[src/design/b64lw_pkg.sv]
// ----------------------------------------------------------------------------
// b64lw_pkg
// Shared types, character codes and the Base64 alphabet for the line-wrapping
// encoder.
// ----------------------------------------------------------------------------
package b64lw_pkg;

    localparam int unsigned BURST_CHARS = 8;
    localparam int unsigned COUNT_W     = $clog2(BURST_CHARS + 1);
    localparam int unsigned IDX_W       = $clog2(BURST_CHARS);

    localparam logic [5:0] LINE_GROUPS_RESET = 6'd19;

    localparam logic [7:0] CH_CR  = 8'd13;
    localparam logic [7:0] CH_LF  = 8'd10;
    localparam logic [7:0] CH_PAD = 8'd61;

    // encoder state carried between beats
    typedef struct packed {
        logic [15:0] held_bytes;
        logic [1:0]  held_count;
        logic [5:0]  line_group_count;
    } enc_state_t;

    // all characters caused by one input beat
    typedef struct packed {
        logic [BURST_CHARS-1:0][7:0] chars;
        logic [COUNT_W-1:0]          count;
        logic                        last;
    } burst_t;

    function automatic logic [7:0] b64_char(input logic [5:0] v);
        logic [7:0] w;
        logic [7:0] c;
        begin
            w = {2'b00, v};
            if (v < 6'd26)
                c = w + 8'd65;
            else if (v < 6'd52)
                c = w + 8'd71;
            else if (v < 6'd62)
                c = w - 8'd4;
            else if (v == 6'd62)
                c = 8'd43;
            else
                c = 8'd47;
            return c;
        end
    endfunction

endpackage

[src/design/b64lw_group.sv]
// ----------------------------------------------------------------------------
// b64lw_group
// Builds the character burst for one input byte and the encoder state that
// follows it.
// ----------------------------------------------------------------------------
module b64lw_group
    import b64lw_pkg::*;
(
    input  enc_state_t cur,
    input  logic [5:0] line_groups,
    input  logic [7:0] data_byte,
    input  logic       msg_last,
    output burst_t     burst,
    output enc_state_t nxt
);

    logic       full;
    logic [5:0] cnt_inc;
    logic       wrap;
    logic [1:0] new_count;
    logic [7:0] b0;
    logic [7:0] b1;
    logic [7:0] p0;
    logic [7:0] p1;

    assign full      = (cur.held_count == 2'd2);
    assign cnt_inc   = cur.line_group_count + 6'd1;
    assign wrap      = (line_groups != 6'd0) && (cnt_inc >= line_groups);
    assign new_count = cur.held_count + 2'd1;
    assign b0        = cur.held_bytes[15:8];
    assign b1        = cur.held_bytes[7:0];
    // bytes of a partial group on the last beat
    assign p0        = (new_count == 2'd1) ? data_byte : b1;
    assign p1        = data_byte;

    always_comb
    begin
        burst.chars = '0;
        burst.count = '0;
        burst.last  = msg_last;
        nxt         = cur;
        if (full)
        begin
            burst.chars[0] = b64_char(b0[7:2]);
            burst.chars[1] = b64_char({b0[1:0], b1[7:4]});
            burst.chars[2] = b64_char({b1[3:0], data_byte[7:6]});
            burst.chars[3] = b64_char(data_byte[5:0]);
            nxt.held_bytes = '0;
            nxt.held_count = '0;
            if (wrap)
            begin
                burst.chars[4]       = CH_CR;
                burst.chars[5]       = CH_LF;
                nxt.line_group_count = '0;
                if (msg_last)
                begin
                    burst.chars[6] = CH_CR;
                    burst.chars[7] = CH_LF;
                    burst.count    = COUNT_W'(8);
                end
                else
                begin
                    burst.count = COUNT_W'(6);
                end
            end
            else
            begin
                nxt.line_group_count = cnt_inc;
                if (msg_last)
                begin
                    burst.chars[4] = CH_CR;
                    burst.chars[5] = CH_LF;
                    burst.count    = COUNT_W'(6);
                end
                else
                begin
                    burst.count = COUNT_W'(4);
                end
            end
        end
        else
        begin
            nxt.held_bytes = {cur.held_bytes[7:0], data_byte};
            nxt.held_count = new_count;
            if (msg_last)
            begin
                burst.chars[0] = b64_char(p0[7:2]);
                if (new_count == 2'd1)
                begin
                    burst.chars[1] = b64_char({p0[1:0], 4'd0});
                    burst.chars[2] = CH_PAD;
                end
                else
                begin
                    burst.chars[1] = b64_char({p0[1:0], p1[7:4]});
                    burst.chars[2] = b64_char({p1[3:0], 2'd0});
                end
                burst.chars[3] = CH_PAD;
                burst.chars[4] = CH_CR;
                burst.chars[5] = CH_LF;
                burst.count    = COUNT_W'(6);
            end
        end
        if (msg_last)
        begin
            nxt.held_bytes       = '0;
            nxt.held_count       = '0;
            nxt.line_group_count = '0;
        end
    end

endmodule

[src/design/b64lw_outq.sv]
// ----------------------------------------------------------------------------
// b64lw_outq
// One waiting burst slot in front of the active burst, which is sent out one
// character per beat.
// ----------------------------------------------------------------------------
module b64lw_outq
    import b64lw_pkg::*;
(
    input  logic       clk,
    input  logic       rst_n,
    input  logic       push,
    input  burst_t     push_burst,
    output logic       ready,
    output logic       out_valid,
    input  logic       out_stall,
    output logic [7:0] out_char,
    output logic       out_last
);

    burst_t             pend_reg;
    logic               pend_valid_reg;
    burst_t             act_reg;
    logic               act_valid_reg;
    logic [IDX_W-1:0]   idx_reg;
    logic               sent;
    logic               at_end;
    logic               fin;
    logic               move;

    assign sent   = act_valid_reg && !out_stall;
    assign at_end = ({1'b0, idx_reg} + COUNT_W'(1)) == act_reg.count;
    assign fin    = sent && at_end;
    assign move   = pend_valid_reg && (!act_valid_reg || fin);
    assign ready  = !pend_valid_reg || move;

    assign out_valid = act_valid_reg;
    assign out_char  = act_reg.chars[idx_reg];
    assign out_last  = act_reg.last && at_end;

    always_ff @(posedge clk or negedge rst_n)
    begin
        if (!rst_n)
        begin
            pend_valid_reg <= 1'b0;
            act_valid_reg  <= 1'b0;
            idx_reg        <= '0;
        end
        else
        begin
            if (push)
                pend_valid_reg <= 1'b1;
            else if (move)
                pend_valid_reg <= 1'b0;

            if (move)
            begin
                act_valid_reg <= 1'b1;
                idx_reg       <= '0;
            end
            else if (fin)
            begin
                act_valid_reg <= 1'b0;
                idx_reg       <= '0;
            end
            else if (sent)
            begin
                idx_reg <= idx_reg + IDX_W'(1);
            end
        end
    end

    always_ff @(posedge clk)
    begin
        if (push)
            pend_reg <= push_burst;
        if (move)
            act_reg <= pend_reg;
    end

endmodule

[src/design/base64_line_wrap_encoder.sv]
// ----------------------------------------------------------------------------
// base64_line_wrap_encoder
// Streaming Base64 encoder with CR LF line wrapping every line_groups groups
// and a closing CR LF on the last byte of each message.
// ----------------------------------------------------------------------------
//  channel   signals                         handshake
//  input     data_byte, msg_last             in_valid / in_stall
//  output    out_char, out_last              out_valid / out_stall
//  config    line_groups                     cfg_valid / cfg_ready
//
//  A byte is encoded in the cycle it is taken; its burst (0 to 8 characters)
//  goes to a one-entry slot ahead of the output burst register, and its first
//  character is offered once the burst moves from the slot into that register.
//  Output runs one character per beat, so throughput is set by the output
//  side; a closing byte yields a burst of 6 or 8 characters. Input stalls
//  while the slot is full, except in a cycle where the active burst is empty
//  or its final character leaves. Reset clears the encoder state and the
//  valid flags, and sets line_groups to 19.
// ----------------------------------------------------------------------------
module base64_line_wrap_encoder
    import b64lw_pkg::*;
(
    input  logic       clk,
    input  logic       rst_n,
    input  logic       in_valid,
    output logic       in_stall,
    input  logic [7:0] data_byte,
    input  logic       msg_last,
    output logic       out_valid,
    input  logic       out_stall,
    output logic [7:0] out_char,
    output logic       out_last,
    input  logic       cfg_valid,
    output logic       cfg_ready,
    input  logic [5:0] line_groups
);

    enc_state_t state_reg;
    enc_state_t state_next;
    logic [5:0] line_groups_reg;
    burst_t     burst;
    logic       q_ready;
    logic       accept;
    logic       push;

    assign cfg_ready = 1'b1;
    assign in_stall  = !q_ready;
    assign accept    = in_valid && q_ready;
    // beats that only park a byte produce no burst
    assign push      = accept && (burst.count != '0);

    b64lw_group u_group (
        .cur         (state_reg),
        .line_groups (line_groups_reg),
        .data_byte   (data_byte),
        .msg_last    (msg_last),
        .burst       (burst),
        .nxt         (state_next)
    );

    b64lw_outq u_outq (
        .clk        (clk),
        .rst_n      (rst_n),
        .push       (push),
        .push_burst (burst),
        .ready      (q_ready),
        .out_valid  (out_valid),
        .out_stall  (out_stall),
        .out_char   (out_char),
        .out_last   (out_last)
    );

    always_ff @(posedge clk or negedge rst_n)
    begin
        if (!rst_n)
        begin
            state_reg       <= '0;
            line_groups_reg <= LINE_GROUPS_RESET;
        end
        else
        begin
            if (accept)
                state_reg <= state_next;
            if (cfg_valid && cfg_ready)
                line_groups_reg <= line_groups;
        end
    end

endmodule
[config.mk]
export PLATFORM = sky130hd
export DESIGN_NAME = base64_line_wrap_encoder
export DESIGN_NICKNAME = d
export VERILOG_FILES = /design/src/design/b64lw_pkg.sv /design/src/design/b64lw_group.sv /design/src/design/b64lw_outq.sv /design/src/design/base64_line_wrap_encoder.sv
export SDC_FILE = /design/constraint.sdc
export NUM_CORES = 1
export LEC_CHECK = 0
export BUFFER_PORTS_ARGS = -buffer_cell sky130_fd_sc_hd__clkbuf_2
export CAP_MARGIN = 20
export CORE_MARGIN = 4
export CORE_UTILIZATION = 45
export CTS_BUF_LIST = sky130_fd_sc_hd__clkbuf_16
export DETAILED_ROUTE_END_ITERATION = 12
export SLEW_MARGIN = 20
export SYNTH_ARGS = -nofsm -noshare
export SYNTH_HDL_FRONTEND = slang
export SYNTH_SLANG_ARGS = --single-unit
[constraint.sdc]
create_clock -name clk -period 3.6 [get_ports clk]
set_input_delay 0.54 -clock clk [delete_from_list [all_inputs] [get_ports clk]]
set_output_delay 0.54 -clock clk [all_outputs]
set_load 0.05 [all_outputs]
Yosys cells after proc, flatten, opt, wreduce, memory -nomap -nowiden
Cells that the tools add are included.

operators by class
  bitwise gates (word level) = 0
  multipliers = 0
  order comparisons = 26
  equality and inequality tests = 9
  shifts and indexed selects = 0
  $add $sub $neg = 28
  muxes and demuxes = 52
  reduce and logical (&&, ||, !) cells = 21
  div/mod/pow operators = 0

operators by type and width
  cell                   number
  $mux W8                26
  $add A6 B7 Y8 const B  16
  $lt A6 B6 Y1 const B   16
  $sub A6 B3 Y7 const B  8
  $mux W52               1
  $lt A6 B5 Y1 const B   8
  $mux W48               1
  $eq A6 B6 Y1 const B   6
  $mux W16               2
  $mux W3                9
  $bmux W8 S3            1
  $mux W24               1
  $mux W18               1
  $mux W12               1
  $mux W6                2
  $mux W4                2
  $logic_and A1 B1 Y1    7
  $add A6 B1 Y6 const B  1
  $ge A6 B6 Y1           1
  $reduce_bool A2 Y1     3
  $reduce_bool A6 Y1     1
  $add A3 B1 Y4 const B  1
  $eq A4 B4 Y1           1
  $logic_not A1 Y1       4
  11 further kinds       16

word-level totals
  input port bits = 20
  logic and storage cells = 163
  memory bits (read-only) = 0
  register bits = 173
  latch bits = 0
  memory bits (writable) = 0
  memories = 0
  output and inout port bits = 12

Logic depth before layout (Yosys ltp)
  word-level depth = 14
  gate-level depth with buffers = 12
  gate-level depth less buffers = 11

By module
From an unflattened synthesis, not the netlist that was laid out.

unflattened totals
  cell total of the unflattened synthesis = 831
  area, all modules = 9,771.9 um2

by module, submodules not included
  module                    area an instance (um2)  cells an instance  instances
  b64lw_outq                5,029.8                 201                1
  b64lw_group               3,519.6                 561                1
  base64_line_wrap_encoder  1,222.4                 69                 1

Worst setup path after synthesis
OpenSTA, ideal clock, no wires.

  path kind = register to register
  start = register u_outq.idx_reg[1]
  end = register u_outq.pend_reg[0] (netlist bit), enable pin
  data arrival time = 2.855 ns
  period minus slack after synthesis = 3.249 ns
  setup slack = 0.351 ns
  stages on the path, launching flop included = 9
  setup time = 0.393 ns
  buffers on the path = 1
  data required time = 3.207 ns
  cells stage by stage = dfrtp_1 ha_1 xnor3_1 o2111ai_2 o211ai_2 inv_1 or3_1 buf_2 inv_1

on the way
  longest elaborated chain between the ends = 8

ends and longest elaborated chain
  element                 line                            RTL
  start, declared         b64lw_outq.sv:24                logic [IDX_W-1:0] idx_reg;
  start signal, assigned  b64lw_outq.sv:67                idx_reg <= idx_reg + IDX_W'(1);
  $add A3 B1 Y4           b64lw_outq.sv:31                assign at_end = ({1'b0, idx_reg} + COUNT_W'(1)) == act_reg.count;
  $eq A4 B4 Y1            b64lw_outq.sv:31
  $logic_and A1 B1 Y1     b64lw_outq.sv:32                assign fin = sent && at_end;
  $logic_or A1 B1 Y1      b64lw_outq.sv:33                assign move = pend_valid_reg && (!act_valid_reg || fin);
  $logic_and A1 B1 Y1     b64lw_outq.sv:33
  $logic_or A1 B1 Y1      b64lw_outq.sv:34                assign ready = !pend_valid_reg || move;
  $logic_and A1 B1 Y1     base64_line_wrap_encoder.sv:48  assign accept = in_valid && q_ready;
  $logic_and A1 B1 Y1     base64_line_wrap_encoder.sv:50  assign push = accept && (burst.count != '0);
  net push                base64_line_wrap_encoder.sv:44  logic push;
  end signal, assigned    b64lw_outq.sv:75                pend_reg <= push_burst;
  end, declared           b64lw_outq.sv:20                burst_t pend_reg;

The timed path passes the listed nets, and every way through them passes these cells.
A chain may end at the register's enable or synchronous reset.

==> results.sh <==
export IMPL_rows=45
export IMPL_drtIter0Drc=495
export IMPL_cp_depth=10
export IMPL_yosysSeqAreaShare=0.439
export IMPL_crit_type="reg2reg"
export IMPL_numCtsBuffers=9
export IMPL_worst_r2r_cell_count=10
export IMPL_place_congestion=0.950
export IMPL_n_fill_cell=1453
export IMPL_synth_most_common_cell="nand2_1"
export IMPL_cp_cell_sequence="or2_2 -> mux2i_1 -> inv_1 -> ha_1 -> nand4bb_1 -> a32oi_1 -> o21ai_0 -> o22ai_1 -> o21a_1 -> o31ai_1"
export IMPL_design_core_area_um2=15400
export IMPL_synth_edf_count=76
export IMPL_p_leak_nw=3.12
export IMPL_crit_end="u_outq.pend_reg[7]"
export IMPL_clk_latency_ps=360
export IMPL_async_flop_share=0.315
export IMPL_timing_clock_skew_ps=10.8
export IMPL_period_needed_ps=3190
export IMPL_antenna_cells=0
export IMPL_clockRootBuffer="clkbuf_16"
export IMPL_finalInstanceArea_um2=7860
export IMPL_ys_ff_latch=111
export IMPL_ant_nets=0
export IMPL_clockBufferDepth=2
export IMPL_tritoncts="yes"
export IMPL_yosysTopAreaCell="edfxtp_1"
export IMPL_r2r_slack_ps=410
export IMPL_synth_flop_cell="edfxtp_1"
export IMPL_yosysWarnings=0
export IMPL_ios=32
export IMPL_vias=5778
export IMPL_placed_cell_area_um2=7550
export IMPL_drt_total_wl_um=19100
export IMPL_synth_area_top_cells="edfxtp_1 32%, dfrtp_1 11%, ha_1 8.2%"
export IMPL_pre_cts_ws_ps=507
export IMPL_endpoint_kind="flop"
export IMPL_max_freq_ghz=0.313
export IMPL_fin_nets=832
export IMPL_path_delay_family="compound AO/OA/AOI/OAI gates"
export IMPL_slowest_stage="o21ai_0"
export IMPL_fp_dieH_um=134
export IMPL_r2r_start="state_reg[7]"
export IMPL_drt_pass1_iterations=5
export IMPL_grt_antenna_before_repair=0
export IMPL_postSynthAreaPerCell_um2=9.52
export IMPL_power_per_cell_area_nw_per_um2=680
export IMPL_synth_nets=823
export IMPL_synth_cell_types=70
export IMPL_grt_max_degree=40
export IMPL_drive_above_1_share=0.117
export IMPL_cts_max_level=3
export IMPL_finalSetupViolCount=0
export IMPL_holdBufCountCts=0
export IMPL_grt_pass1_vias=5430
export IMPL_clkTransAtPathRegs_ps=80
export IMPL_cp_start_kind="flop"
export IMPL_port_buffers=30
export IMPL_areaGrowthSynthToFinish_pct=9.27
export IMPL_relSlewSlack=0.368
export IMPL_dp_hpwl_um=14000
export IMPL_status="complete, no violations"
export IMPL_path_max_fanout=12
export IMPL_fin_crit_sh=0.886
export IMPL_initial_core_util=0.466
export IMPL_path_buf_inv=1
export IMPL_cap_violations=0
export IMPL_grt_overflow_total=0
export IMPL_finalSetupTns_ps=0
export IMPL_cp_data_required_time_ps=3760
export IMPL_holdCritPathClass="in2async"
export IMPL_synthTopCellsByCount="86 x nand2_1, 76 x edfxtp_1, 68 x o21ai_0, 60 x a21oi_1, 47 x ha_1"
export IMPL_cts_sinks=111
export IMPL_startpoint="state_reg[7]"
export IMPL_cp_arrival_ps=3350
export IMPL_syn_inst=756
export IMPL_finalMaxSlewViolations=0
export IMPL_vdd_drop_max_mv=0.330
export IMPL_cts_resized=0
export IMPL_tightest_slew_ps=948
export IMPL_die_w_um=134
export IMPL_postCtsSetupRepairBufs=0
export IMPL_setup_slack_ps=409
export IMPL_hold_viol=0
export IMPL_r2r_end="u_outq.pend_reg[7]"
export IMPL_synthesis_area_um2=7200
export IMPL_drc=0
export IMPL_synth_top_area_share=0.317
export IMPL_via_per_inst=5.89
export IMPL_grt_pass1_wl_um=30200
export IMPL_rsz0062_at_grt="no"
export IMPL_die_area_um2=18100
export IMPL_whs_ps=314
export IMPL_grt_usage=0.215
export IMPL_wl_per_cell_um=19.5
export IMPL_critPathMaxStageDelay_ps=500
## kinds of logic after synthesis
family	share of synthesized area
adders and majority gates	0.0817
buffers and inverters	0.0558
AOI/OAI and AO/OA	0.208
and+or+nand+nor	0.140
muxes	0.0405
DFF	0.439
xor gates and xnor gates	0.0336
other	0.000521
## final cells by class
class                   instances  area, µm²  area share
multi-input cells             546       3630       0.462
flip-flops and latches        111       3160       0.402
repair buffers                 51        320      0.0407
well taps                     211        264      0.0336
clock buffers                   9        225      0.0286
inverters                      46        173      0.0220
clock inverters                 7       86.3      0.0110
## routing by layer
| layer | GRT usage | vias up | wire length (µm) |
|---|---|---|---|
| met1 | 0.302 | 2797 | 8860 |
| li1 | - | 2769 | - |
| met4 | 0.0571 | 0 | 311 |
| met3 | 0.0425 | 22 | 1200 |
| met2 | 0.342 | 190 | 8710 |
| met5 | 0 | - | 0 |
## power breakdown
| group | switching [W] | internal [W] |
|---|---|---|
| Clock | 0.000522 | 0.000499 |
| Combinational | 0.00153 | 0.000868 |
| Sequential | 0.000301 | 0.00163 |
## cells in the final DEF, fill, tap and decap left out, drive strengths merged, types with 6 or more instances in the layout
cell type and n:
nor3 20, o31ai 9, xnor2 19, o21ai 68, a31oi 8, a211oi 8, dfrtp 32, clkbuf 39
and2 7, o32ai 7, buf 21, a21o 13, a21oi 60, mux4 6, o22ai 12, nand2 87
nor2b 9, edfxtp 76, nand3 17, nand2b 6, or3 7, ha 47, nor2 40, inv 48
xor2 6, mux2i 10, o211ai 11
## worst reg2reg max path: stages, from the launching register on
cell and delay, ps:
dfrtp_1 380, or2_2 420, mux2i_1 440, inv_1 130, ha_1 250, nand4bb_1 100
a32oi_1 140, o21ai_0 500, o22ai_1 180, o21a_1 200, o31ai_1 260
## metrics by stage
stage | utilization | cells | total power [W]
3_5_place_dp | 0.489 | 965 | 0.00431
2_1_floorplan | - | 756 | 0.00367
3_3_place_gp | 0.489 | 965 | 0.00428
4_1_cts | 0.510 | 981 | 0.00534
5_1_grt | 0.510 | 981 | 0.00571
6_report | 0.510 | 981 | 0.00535
## how the worst min path moves through the flow
stage | depth (start not counted) | slack, ps | end | startpoint
after CTS | 1 | 360 | state_reg[19] | rst_n
final | 1 | 310 | u_outq.idx_reg[0] | rst_n
after floorplan | 0 | 240 | line_groups_reg[2] | rst_n
after global placement | 0 | 400 | u_outq.act_reg[0] | u_outq.pend_reg[0]
after detailed placement | 0 | 400 | u_outq.act_reg[18] | u_outq.pend_reg[18]
after global routing | 1 | 400 | u_outq.idx_reg[1] | rst_n
Power figures use the tool's default switching activity.
